`src/hdl/sfv_pkg.sv`:
```
// shared types, constants and the character class function for the
// 8.3 short name checker; no dependencies
package sfv_pkg;

   // name rule limits
   localparam int unsigned MaxNameLen  = 12;
   localparam int unsigned BaseLen     = 8;
   localparam int unsigned ExtLen      = 3;
   localparam logic [7:0]  CaseOffset  = 8'd32;
   localparam logic [7:0]  SpaceByte   = 8'h20;
   localparam logic [7:0]  DotByte     = 8'h2e;
   localparam logic [3:0]  CharCountSat = 4'd13;
   localparam logic [3:0]  BaseCountSat = 4'd9;
   localparam logic [2:0]  ExtCountSat  = 3'd4;
   localparam logic [63:0] BaseSpaces  = {8{SpaceByte}};
   localparam logic [23:0] ExtSpaces   = {3{SpaceByte}};

   // special characters allowed besides letters and digits
   localparam int unsigned SpecialCount = 16;
   localparam logic [7:0] SpecialSet [SpecialCount] = '{
      8'h24, 8'h25, 8'h27, 8'h2d, 8'h5f, 8'h40, 8'h7e, 8'h60,
      8'h21, 8'h28, 8'h29, 8'h7b, 8'h7d, 8'h5e, 8'h23, 8'h26
   };

   // classification of one character
   typedef struct packed {
      logic       up;
      logic       lo;
      logic       allowed;
      logic       is_dot;
      logic [7:0] folded;
   } char_class_type;

   // one result item
   typedef struct packed {
      logic        valid_res;
      logic        lower_base;
      logic        lower_ext;
      logic [63:0] base_name;
      logic [23:0] ext_name;
   } rsp_type;

   function automatic logic in_special_set(input logic [7:0] c);
      logic hit;
      hit = 1'b0;
      for (int i = 0; i < SpecialCount; i++) begin
         if (SpecialSet[i] == c) begin
            hit = 1'b1;
         end
      end
      return hit;
   endfunction

endpackage

```
`src/hdl/sfv_if.sv`:
```
// valid/ready channel interfaces for the name characters and the results;
// depends on nothing
interface sfv_req_if;
   logic       valid;
   logic       ready;
   logic [7:0] ch;
   logic       last;

   modport source (output valid, output ch, output last, input ready);
   modport sink   (input valid, input ch, input last, output ready);
endinterface

interface sfv_rsp_if;
   logic        valid;
   logic        ready;
   logic        valid_res;
   logic        lower_base;
   logic        lower_ext;
   logic [63:0] base_name;
   logic [23:0] ext_name;

   modport source (output valid, output valid_res, output lower_base, output lower_ext,
                   output base_name, output ext_name, input ready);
   modport sink   (input valid, input valid_res, input lower_base, input lower_ext,
                   input base_name, input ext_name, output ready);
endinterface

```
`src/hdl/sfv_char_class.sv`:
```
// combinational classifier for one name character: case, allowed set,
// dot and upper-case fold; depends on sfv_pkg
module sfv_char_class (
   input  logic [7:0]              ch,
   output sfv_pkg::char_class_type cls
);

   logic up;
   logic lo;
   logic dig;

   // letter and digit ranges
   assign up  = (ch >= 8'h41) && (ch <= 8'h5a);
   assign lo  = (ch >= 8'h61) && (ch <= 8'h7a);
   assign dig = (ch >= 8'h30) && (ch <= 8'h39);

   // pack the class
   always_comb begin
      cls.up      = up;
      cls.lo      = lo;
      cls.allowed = up || lo || dig || sfv_pkg::in_special_set(ch);
      cls.is_dot  = (ch == sfv_pkg::DotByte);
      cls.folded  = lo ? (ch - sfv_pkg::CaseOffset) : ch;
   end

endmodule

```
`src/hdl/sfv_name_accum.sv`:
```
// per-name state: counters, case flags and formatted base/extension bytes;
// forms the result on the last character; depends on sfv_pkg
module sfv_name_accum (
   input  logic                    clock,
   input  logic                    reset,
   input  logic                    accept,
   input  logic                    last,
   input  sfv_pkg::char_class_type cls,
   output logic                    push,
   output sfv_pkg::rsp_type        result
);

   logic [3:0]  char_count_ff, char_count_in;
   logic        dot_seen_ff, dot_seen_in;
   logic [3:0]  base_count_ff, base_count_in;
   logic [2:0]  ext_count_ff, ext_count_in;
   logic        bad_char_ff, bad_char_in;
   logic [3:0]  case_flags_ff, case_flags_in;
   logic [1:0]  lower_flags_ff, lower_flags_in;
   logic [63:0] base_accum_ff, base_accum_in;
   logic [23:0] ext_accum_ff, ext_accum_in;

   // next state for one character
   always_comb begin
      char_count_in  = char_count_ff;
      dot_seen_in    = dot_seen_ff;
      base_count_in  = base_count_ff;
      ext_count_in   = ext_count_ff;
      bad_char_in    = bad_char_ff;
      case_flags_in  = case_flags_ff;
      lower_flags_in = lower_flags_ff;
      base_accum_in  = base_accum_ff;
      ext_accum_in   = ext_accum_ff;

      if (char_count_ff < sfv_pkg::CharCountSat) begin
         char_count_in = char_count_ff + 4'd1;
      end

      if (!dot_seen_ff && cls.is_dot) begin
         dot_seen_in = 1'b1;
      end else begin
         if (!cls.allowed) begin
            bad_char_in = 1'b1;
         end
         if (!dot_seen_ff) begin
            // base character
            if (cls.up) case_flags_in[0] = 1'b1;
            if (cls.lo) case_flags_in[1] = 1'b1;
            if (base_count_ff < 4'(sfv_pkg::BaseLen)) begin
               for (int i = 0; i < sfv_pkg::BaseLen; i++) begin
                  if (base_count_ff[2:0] == 3'(i)) begin
                     base_accum_in[8*(sfv_pkg::BaseLen-1-i) +: 8] = cls.folded;
                  end
               end
               if (cls.lo) lower_flags_in[0] = 1'b1;
            end
            if (base_count_ff < sfv_pkg::BaseCountSat) begin
               base_count_in = base_count_ff + 4'd1;
            end
         end else begin
            // extension character
            if (cls.up) case_flags_in[2] = 1'b1;
            if (cls.lo) case_flags_in[3] = 1'b1;
            if (ext_count_ff < 3'(sfv_pkg::ExtLen)) begin
               for (int i = 0; i < sfv_pkg::ExtLen; i++) begin
                  if (ext_count_ff[1:0] == 2'(i)) begin
                     ext_accum_in[8*(sfv_pkg::ExtLen-1-i) +: 8] = cls.folded;
                  end
               end
               if (cls.lo) lower_flags_in[1] = 1'b1;
            end
            if (ext_count_ff < sfv_pkg::ExtCountSat) begin
               ext_count_in = ext_count_ff + 3'd1;
            end
         end
      end
   end

   // result from the updated state
   always_comb begin
      result.valid_res  = !bad_char_in
                          && (char_count_in <= 4'(sfv_pkg::MaxNameLen))
                          && (base_count_in >= 4'd1)
                          && (base_count_in <= 4'(sfv_pkg::BaseLen))
                          && (ext_count_in <= 3'(sfv_pkg::ExtLen))
                          && (case_flags_in[1:0] != 2'b11)
                          && (case_flags_in[3:2] != 2'b11);
      result.lower_base = lower_flags_in[0];
      result.lower_ext  = lower_flags_in[1];
      result.base_name  = base_accum_in;
      result.ext_name   = ext_accum_in;
   end

   assign push = accept && last;

   // state registers, back to reset values after each name
   always_ff @(posedge clock) begin
      if (reset || push) begin
         char_count_ff  <= '0;
         dot_seen_ff    <= 1'b0;
         base_count_ff  <= '0;
         ext_count_ff   <= '0;
         bad_char_ff    <= 1'b0;
         case_flags_ff  <= '0;
         lower_flags_ff <= '0;
         base_accum_ff  <= sfv_pkg::BaseSpaces;
         ext_accum_ff   <= sfv_pkg::ExtSpaces;
      end else if (accept) begin
         char_count_ff  <= char_count_in;
         dot_seen_ff    <= dot_seen_in;
         base_count_ff  <= base_count_in;
         ext_count_ff   <= ext_count_in;
         bad_char_ff    <= bad_char_in;
         case_flags_ff  <= case_flags_in;
         lower_flags_ff <= lower_flags_in;
         base_accum_ff  <= base_accum_in;
         ext_accum_ff   <= ext_accum_in;
      end
   end

endmodule

```
`src/hdl/sfv_rsp_buffer.sv`:
```
// two-entry result buffer: output register plus skid register, so the
// input side keeps flowing while a result waits; depends on sfv_pkg
module sfv_rsp_buffer (
   input  logic             clock,
   input  logic             reset,
   input  logic             push,
   input  sfv_pkg::rsp_type push_data,
   output logic             in_ready,
   output logic             out_valid,
   input  logic             out_ready,
   output sfv_pkg::rsp_type out_data
);

   logic             main_valid_ff;
   logic             skid_valid_ff;
   sfv_pkg::rsp_type main_data_ff;
   sfv_pkg::rsp_type skid_data_ff;
   logic             pop;

   assign pop       = main_valid_ff && out_ready;
   assign in_ready  = !skid_valid_ff;
   assign out_valid = main_valid_ff;
   assign out_data  = main_data_ff;

   // valid flags
   always_ff @(posedge clock) begin
      if (reset) begin
         main_valid_ff <= 1'b0;
         skid_valid_ff <= 1'b0;
      end else if (skid_valid_ff) begin
         if (pop) begin
            skid_valid_ff <= 1'b0;
         end
      end else if (push) begin
         if (main_valid_ff && !pop) begin
            skid_valid_ff <= 1'b1;
         end else begin
            main_valid_ff <= 1'b1;
         end
      end else if (pop) begin
         main_valid_ff <= 1'b0;
      end
   end

   // payload
   always_ff @(posedge clock) begin
      if (skid_valid_ff) begin
         if (pop) begin
            main_data_ff <= skid_data_ff;
         end
      end else if (push) begin
         if (main_valid_ff && !pop) begin
            skid_data_ff <= push_data;
         end else begin
            main_data_ff <= push_data;
         end
      end
   end

endmodule

```
`src/hdl/short_name_validate_format_unit.sv`:
```
// FAT 8.3 short name checker and formatter, one character per item.
// The result is registered in the buffer when the last character is taken.
// Throughput: one character per cycle; the two-entry result buffer keeps input
// flowing while one result waits, and ready drops only when both entries are full.
// Reset (synchronous, active high): counters and flags clear, the formatted
// name returns to all spaces and the result buffer empties.
module short_name_validate_format_unit (
   input logic       clock,
   input logic       reset,
   sfv_req_if.sink   req_chan,
   sfv_rsp_if.source rsp_chan
);

   sfv_pkg::char_class_type cls;
   sfv_pkg::rsp_type        result;
   sfv_pkg::rsp_type        out_data;
   logic                    in_ready;
   logic                    accept;
   logic                    push;

   assign req_chan.ready = in_ready;
   assign accept         = req_chan.valid && in_ready;

   // classify the incoming character
   sfv_char_class u_class (
      .ch  (req_chan.ch),
      .cls (cls)
   );

   // per-name state and result forming
   sfv_name_accum u_accum (
      .clock  (clock),
      .reset  (reset),
      .accept (accept),
      .last   (req_chan.last),
      .cls    (cls),
      .push   (push),
      .result (result)
   );

   // result buffer
   sfv_rsp_buffer u_buffer (
      .clock     (clock),
      .reset     (reset),
      .push      (push),
      .push_data (result),
      .in_ready  (in_ready),
      .out_valid (rsp_chan.valid),
      .out_ready (rsp_chan.ready),
      .out_data  (out_data)
   );

   assign rsp_chan.valid_res  = out_data.valid_res;
   assign rsp_chan.lower_base = out_data.lower_base;
   assign rsp_chan.lower_ext  = out_data.lower_ext;
   assign rsp_chan.base_name  = out_data.base_name;
   assign rsp_chan.ext_name   = out_data.ext_name;

endmodule
```
`src/flat_wrapper.sv`:
```
// flat-port wrapper written by rule: the top's interface ports become plain ports
module short_name_validate_format_unit_flat 
  (clock, reset, req_chan_valid, req_chan_ch, req_chan_last, req_chan_ready, rsp_chan_valid, rsp_chan_valid_res, rsp_chan_lower_base, rsp_chan_lower_ext, rsp_chan_base_name, rsp_chan_ext_name, rsp_chan_ready);
  sfv_req_if req_chan_i ();
  sfv_rsp_if rsp_chan_i ();
  input logic clock;
  input logic reset;
  input wire logic [$bits(req_chan_i.valid)-1:0] req_chan_valid;
  input wire logic [$bits(req_chan_i.ch)-1:0] req_chan_ch;
  input wire logic [$bits(req_chan_i.last)-1:0] req_chan_last;
  output wire logic [$bits(req_chan_i.ready)-1:0] req_chan_ready;
  output wire logic [$bits(rsp_chan_i.valid)-1:0] rsp_chan_valid;
  output wire logic [$bits(rsp_chan_i.valid_res)-1:0] rsp_chan_valid_res;
  output wire logic [$bits(rsp_chan_i.lower_base)-1:0] rsp_chan_lower_base;
  output wire logic [$bits(rsp_chan_i.lower_ext)-1:0] rsp_chan_lower_ext;
  output wire logic [$bits(rsp_chan_i.base_name)-1:0] rsp_chan_base_name;
  output wire logic [$bits(rsp_chan_i.ext_name)-1:0] rsp_chan_ext_name;
  input wire logic [$bits(rsp_chan_i.ready)-1:0] rsp_chan_ready;
  assign req_chan_i.valid = req_chan_valid;
  assign req_chan_i.ch = req_chan_ch;
  assign req_chan_i.last = req_chan_last;
  assign req_chan_ready = req_chan_i.ready;
  assign rsp_chan_valid = rsp_chan_i.valid;
  assign rsp_chan_valid_res = rsp_chan_i.valid_res;
  assign rsp_chan_lower_base = rsp_chan_i.lower_base;
  assign rsp_chan_lower_ext = rsp_chan_i.lower_ext;
  assign rsp_chan_base_name = rsp_chan_i.base_name;
  assign rsp_chan_ext_name = rsp_chan_i.ext_name;
  assign rsp_chan_i.ready = rsp_chan_ready;
  short_name_validate_format_unit u_core (.clock(clock), .reset(reset), .req_chan(req_chan_i), .rsp_chan(rsp_chan_i));
endmodule
```
`config.mk`:
```
export PLATFORM = sky130hd
export DESIGN_NAME = short_name_validate_format_unit_flat
export DESIGN_NICKNAME = d
export VERILOG_FILES = /design/src/hdl/sfv_pkg.sv /design/src/hdl/sfv_if.sv /design/src/hdl/sfv_char_class.sv /design/src/hdl/sfv_name_accum.sv /design/src/hdl/sfv_rsp_buffer.sv /design/src/hdl/short_name_validate_format_unit.sv /design/src/flat_wrapper.sv
export SDC_FILE = /design/constraint.sdc
export NUM_CORES = 1
export LEC_CHECK = 0
export BUFFER_PORTS_ARGS = -buffer_cell sky130_fd_sc_hd__buf_4
export CORE_MARGIN = 5
export CORE_UTILIZATION = 60
export DETAILED_ROUTE_END_ITERATION = 8
export MAX_ROUTING_LAYER = met4
export PLACE_DENSITY = 0.81
export SYNTH_ARGS = -nofsm -noshare
export SYNTH_HDL_FRONTEND = slang
export SYNTH_HIERARCHICAL = 1
export SYNTH_SLANG_ARGS = --single-unit
```
`constraint.sdc`:
```
create_clock -name clock -period 6.84 [get_ports clock]
set_input_delay 0.342 -clock clock [delete_from_list [all_inputs] [get_ports clock]]
set_output_delay 0.342 -clock clock [all_outputs]
set_load 0.1 [all_outputs]
```
==> run summary <==
Status - complete, no violations
Remaining Overflow, GRT - 0
Total of cells resized after clock tree synthesis - 0
GRT Util Overall - 20.6%
Initial Util - 60.6%
Floorplan row count - 53
CP endpoint kind - flop
Post-route DRC - 0
Area contributors post-synth - edfxtp_1 (43%), dfxtp_1 (17%), mux2_2 (13%), mux2i_1 (6.0%), mux2_4 (4.4%)
MaxCap Viol Count - 0
DR WL/cell - 18.8 µm
Slew Limit Fails - 0
Antenna-violating nets left - 0
Worst hold slack - 0.0465 ns
Fill cells - 1,447
Gpl congestion - 0.835
Static leakage - 5.77 nW
Period Utilization, post-route - 56.4%
CTS root buf - clkbuf_16
Largest net degree at the start of global routing - 96
Antenna diode count - 0
Vias post-DR - 7,156
Nets - 1,012
Clock transition at path regs - 0.06 ns
Final wirelength - 24.1 mm
Num ports - 106
Hold Vio Cnt, Final - 0
Worst IR Drop VDD - 192 µV
Clk_lat worst skew - 0.53 ns
Tmin final - 3.86 ns
Synth area leader - edfxtp_1
Yosys warns - 6
Inserted Clock Buffers - 28
Vias in the first global route - 7,385
Clock Path Buffers - 3
Mean area per synthesized cell - 14.1 µm²
Post-synth EDFFs - 182
Area grow syn2layout - 13.5%
Initial antenna violation count - 0
Max FO, Critical Path - 56
Die Ht - 155 µm
Worst clock skew - 0.0101 ns
Max Fclk - 0.259 GHz
Share of cells above drive strength 1 - 36.5%
P per Cell Area - 265 nW/µm²
Place WS - 2.96 ns
Required time of the critical path - 7.00 ns
Post-synthesis instance area - 12,700 µm²
Clock Sinks - 291
Area share of the largest cell type after synthesis - 43.2%
Syn Inst Count - 897
HPWL after DPL - 14.5 mm
Setup TNS - 0 ns
Synth Flop Type - edfxtp_1
Synth unique cells - 58
Post-synth net total - 926
Arr. time, crit path - 4.02 ns
CTS tree - yes
Setup CP Type - flop to flop
Input/output buffers - 105
Unrepaired setup endpoints after global routing - false
Post-synth ARST share - 0%
TritonRoute pass-1 iters - 5
H-tree levels - 1
Actual slew at the worst max-slew pin - 1.16 ns
Seq/Total Area, Yosys - 60.4%
Core footprint - 20,900 µm²
First-pass GRT wire length - 39.4 mm
Worst min path class - input pin to flop
Via-to-Cell Ratio - 5.59
Type of origin of the critical path - flop
Power Total - 0.00381 W
Iteration-0 DRC Markers - 569
Slew headroom - 22.6%
Flops & latches, synth - 291
Die Width - 155 µm
Setup Viol. Count Final - 0
Die footprint - 24,100 µm²
Final worst slack - 2.98 ns
## layer usage
| metal | track usage (%) | routed length [µm] | share of wire (%) | vias to the layer above |
|---|---|---|---|---|
| met3 | 2.92 | 996 | 4.1 | 38 |
| li1 | - | - | - | 3432 |
| met4 | 5.21 | 560 | 2.3 | 0 |
| met5 | - | 0 | 0 | - |
| met1 | 28.5 | 11000 | 45 | 3526 |
| met2 | 32.7 | 11600 | 48 | 160 |
## power by group
part / internal [W] / switching, W / total [W] / leakage [nW]
registers: 0.00191 / 0.0000216 / 0.00193 / 2.52
clock network: 0.000811 / 0.000616 / 0.00143 / 0.415
logic: 0.000124 / 0.000334 / 0.000458 / 2.84
total: 0.00284 / 0.000972 / 0.00381 / 5.77
## sequential cells by signal, summed over array words and instances, names as in the netlist
name and count:
u_core/u_accum/ext_count_ff 3, u_core/u_accum/case_flags_ff 4, u_core/u_accum/bad_char_ff 1, u_core/u_accum/base_count_ff 4, u_core/u_accum/dot_seen_ff 1, u_core/u_buffer/skid_valid_ff 1
u_core/u_accum/ext_accum_ff 24, u_core/u_buffer/out_data 91, u_core/u_accum/base_accum_ff 64, u_core/u_accum/lower_flags_ff 2, u_core/u_buffer/out_valid 1, u_core/u_buffer/skid_data_ff 91
u_core/u_accum/char_count_ff 4
## worst max-delay path, cell delays in order (launching register included)
cell and delay (ns):
dfxtp_4 0.56, inv_1 0.19, and2_2 0.15, buf_4 0.46, and2_1 0.31, mux2i_1 0.14
a21oi_4 0.90, buf_4 0.71
## kinds of logic after synthesis
family | Yosys count | share of synthesized area (%)
xor gates and xnor gates | 6 | 0.415
AOI/OAI and AO/OA | 62 | 3.58
buffers and inverters | 75 | 3.46
and+or+nand+nor | 191 | 7.47
muxes | 256 | 23.1
adders and majority gates | 16 | 1.58
DFF | 291 | 60.4
## Yosys cell counts, drive strengths merged, types with 2 or more instances
| cell | instances |
|---|---|
| edfxtp | 182 |
| mux2 | 180 |
| dfxtp | 109 |
| nor2 | 85 |
| mux2i | 76 |
| nand2 | 44 |
| clkbuf | 32 |
| nand3 | 31 |
| a21oi | 27 |
| buf | 27 |
| ha | 16 |
| inv | 16 |
| a31oi | 6 |
| o21ai | 6 |
| nor2b | 5 |
| nor3 | 5 |
| a211oi | 4 |
| a21o | 4 |
| and2 | 4 |
| nand2b | 4 |
| nand4 | 4 |
| xnor2 | 4 |
| nor4 | 2 |
| o2111ai | 2 |
| o211ai | 2 |
| or2 | 2 |
| xor2 | 2 |
## path summary, 6_finish.rpt
path	slack (ns)	start	cells after the start	end
worst min register to register	0.46	u_core/u_accum/base_accum_ff[3]	2	u_core/u_accum/base_accum_ff[3]
worst min-delay path	0.05	reset	2	u_core/u_buffer/out_valid
worst max-delay path	2.98	u_core/u_buffer/skid_valid_ff	7	u_core/u_buffer/out_data[18]
worst max register to register	2.98	u_core/u_buffer/skid_valid_ff	7	u_core/u_buffer/out_data[18]
## cells in the final DEF, fill, tap and decap left out, types with 6 or more instances in the layout
cell and count:
edfxtp_1 182, mux2_2 143, buf_4 113, dfxtp_1 108
nor2_1 84, mux2i_1 75, nand2_1 38, mux2_4 37
clkbuf_16 29, a21oi_1 26, nand3_1 22, ha_1 16
inv_1 15, clkbuf_1 12, nand3_2 9, nand2_2 6
a31oi_1 6
## stage by stage
stage,utilization (%),cell area [µm²],instances
floorplan,-,12700,897
global placement,64.6,13500,1226
detailed placement,64.6,13500,1226
CTS,68.8,14400,1280
global route,68.8,14400,1280
finish,68.8,14400,1280
## repair_timing
item                      CTS  global route
hold endpoints to repair    1             0
hold buffers                2             0
setup buffers               0             0
## cell type report
cell class	count	area, µm²	share of cell area, %
Sequential cell	291	7650	53.2
Multi-Input combinational cell	531	4600	32.0
Timing Repair Buffer	115	868	6.04
Clock buffer	44	812	5.65
Tap cell	275	344	2.39
Inverter	16	60.1	0.418
Clock inverter	8	35.0	0.244
No activity file was read; power rests on OpenSTA's default activity.
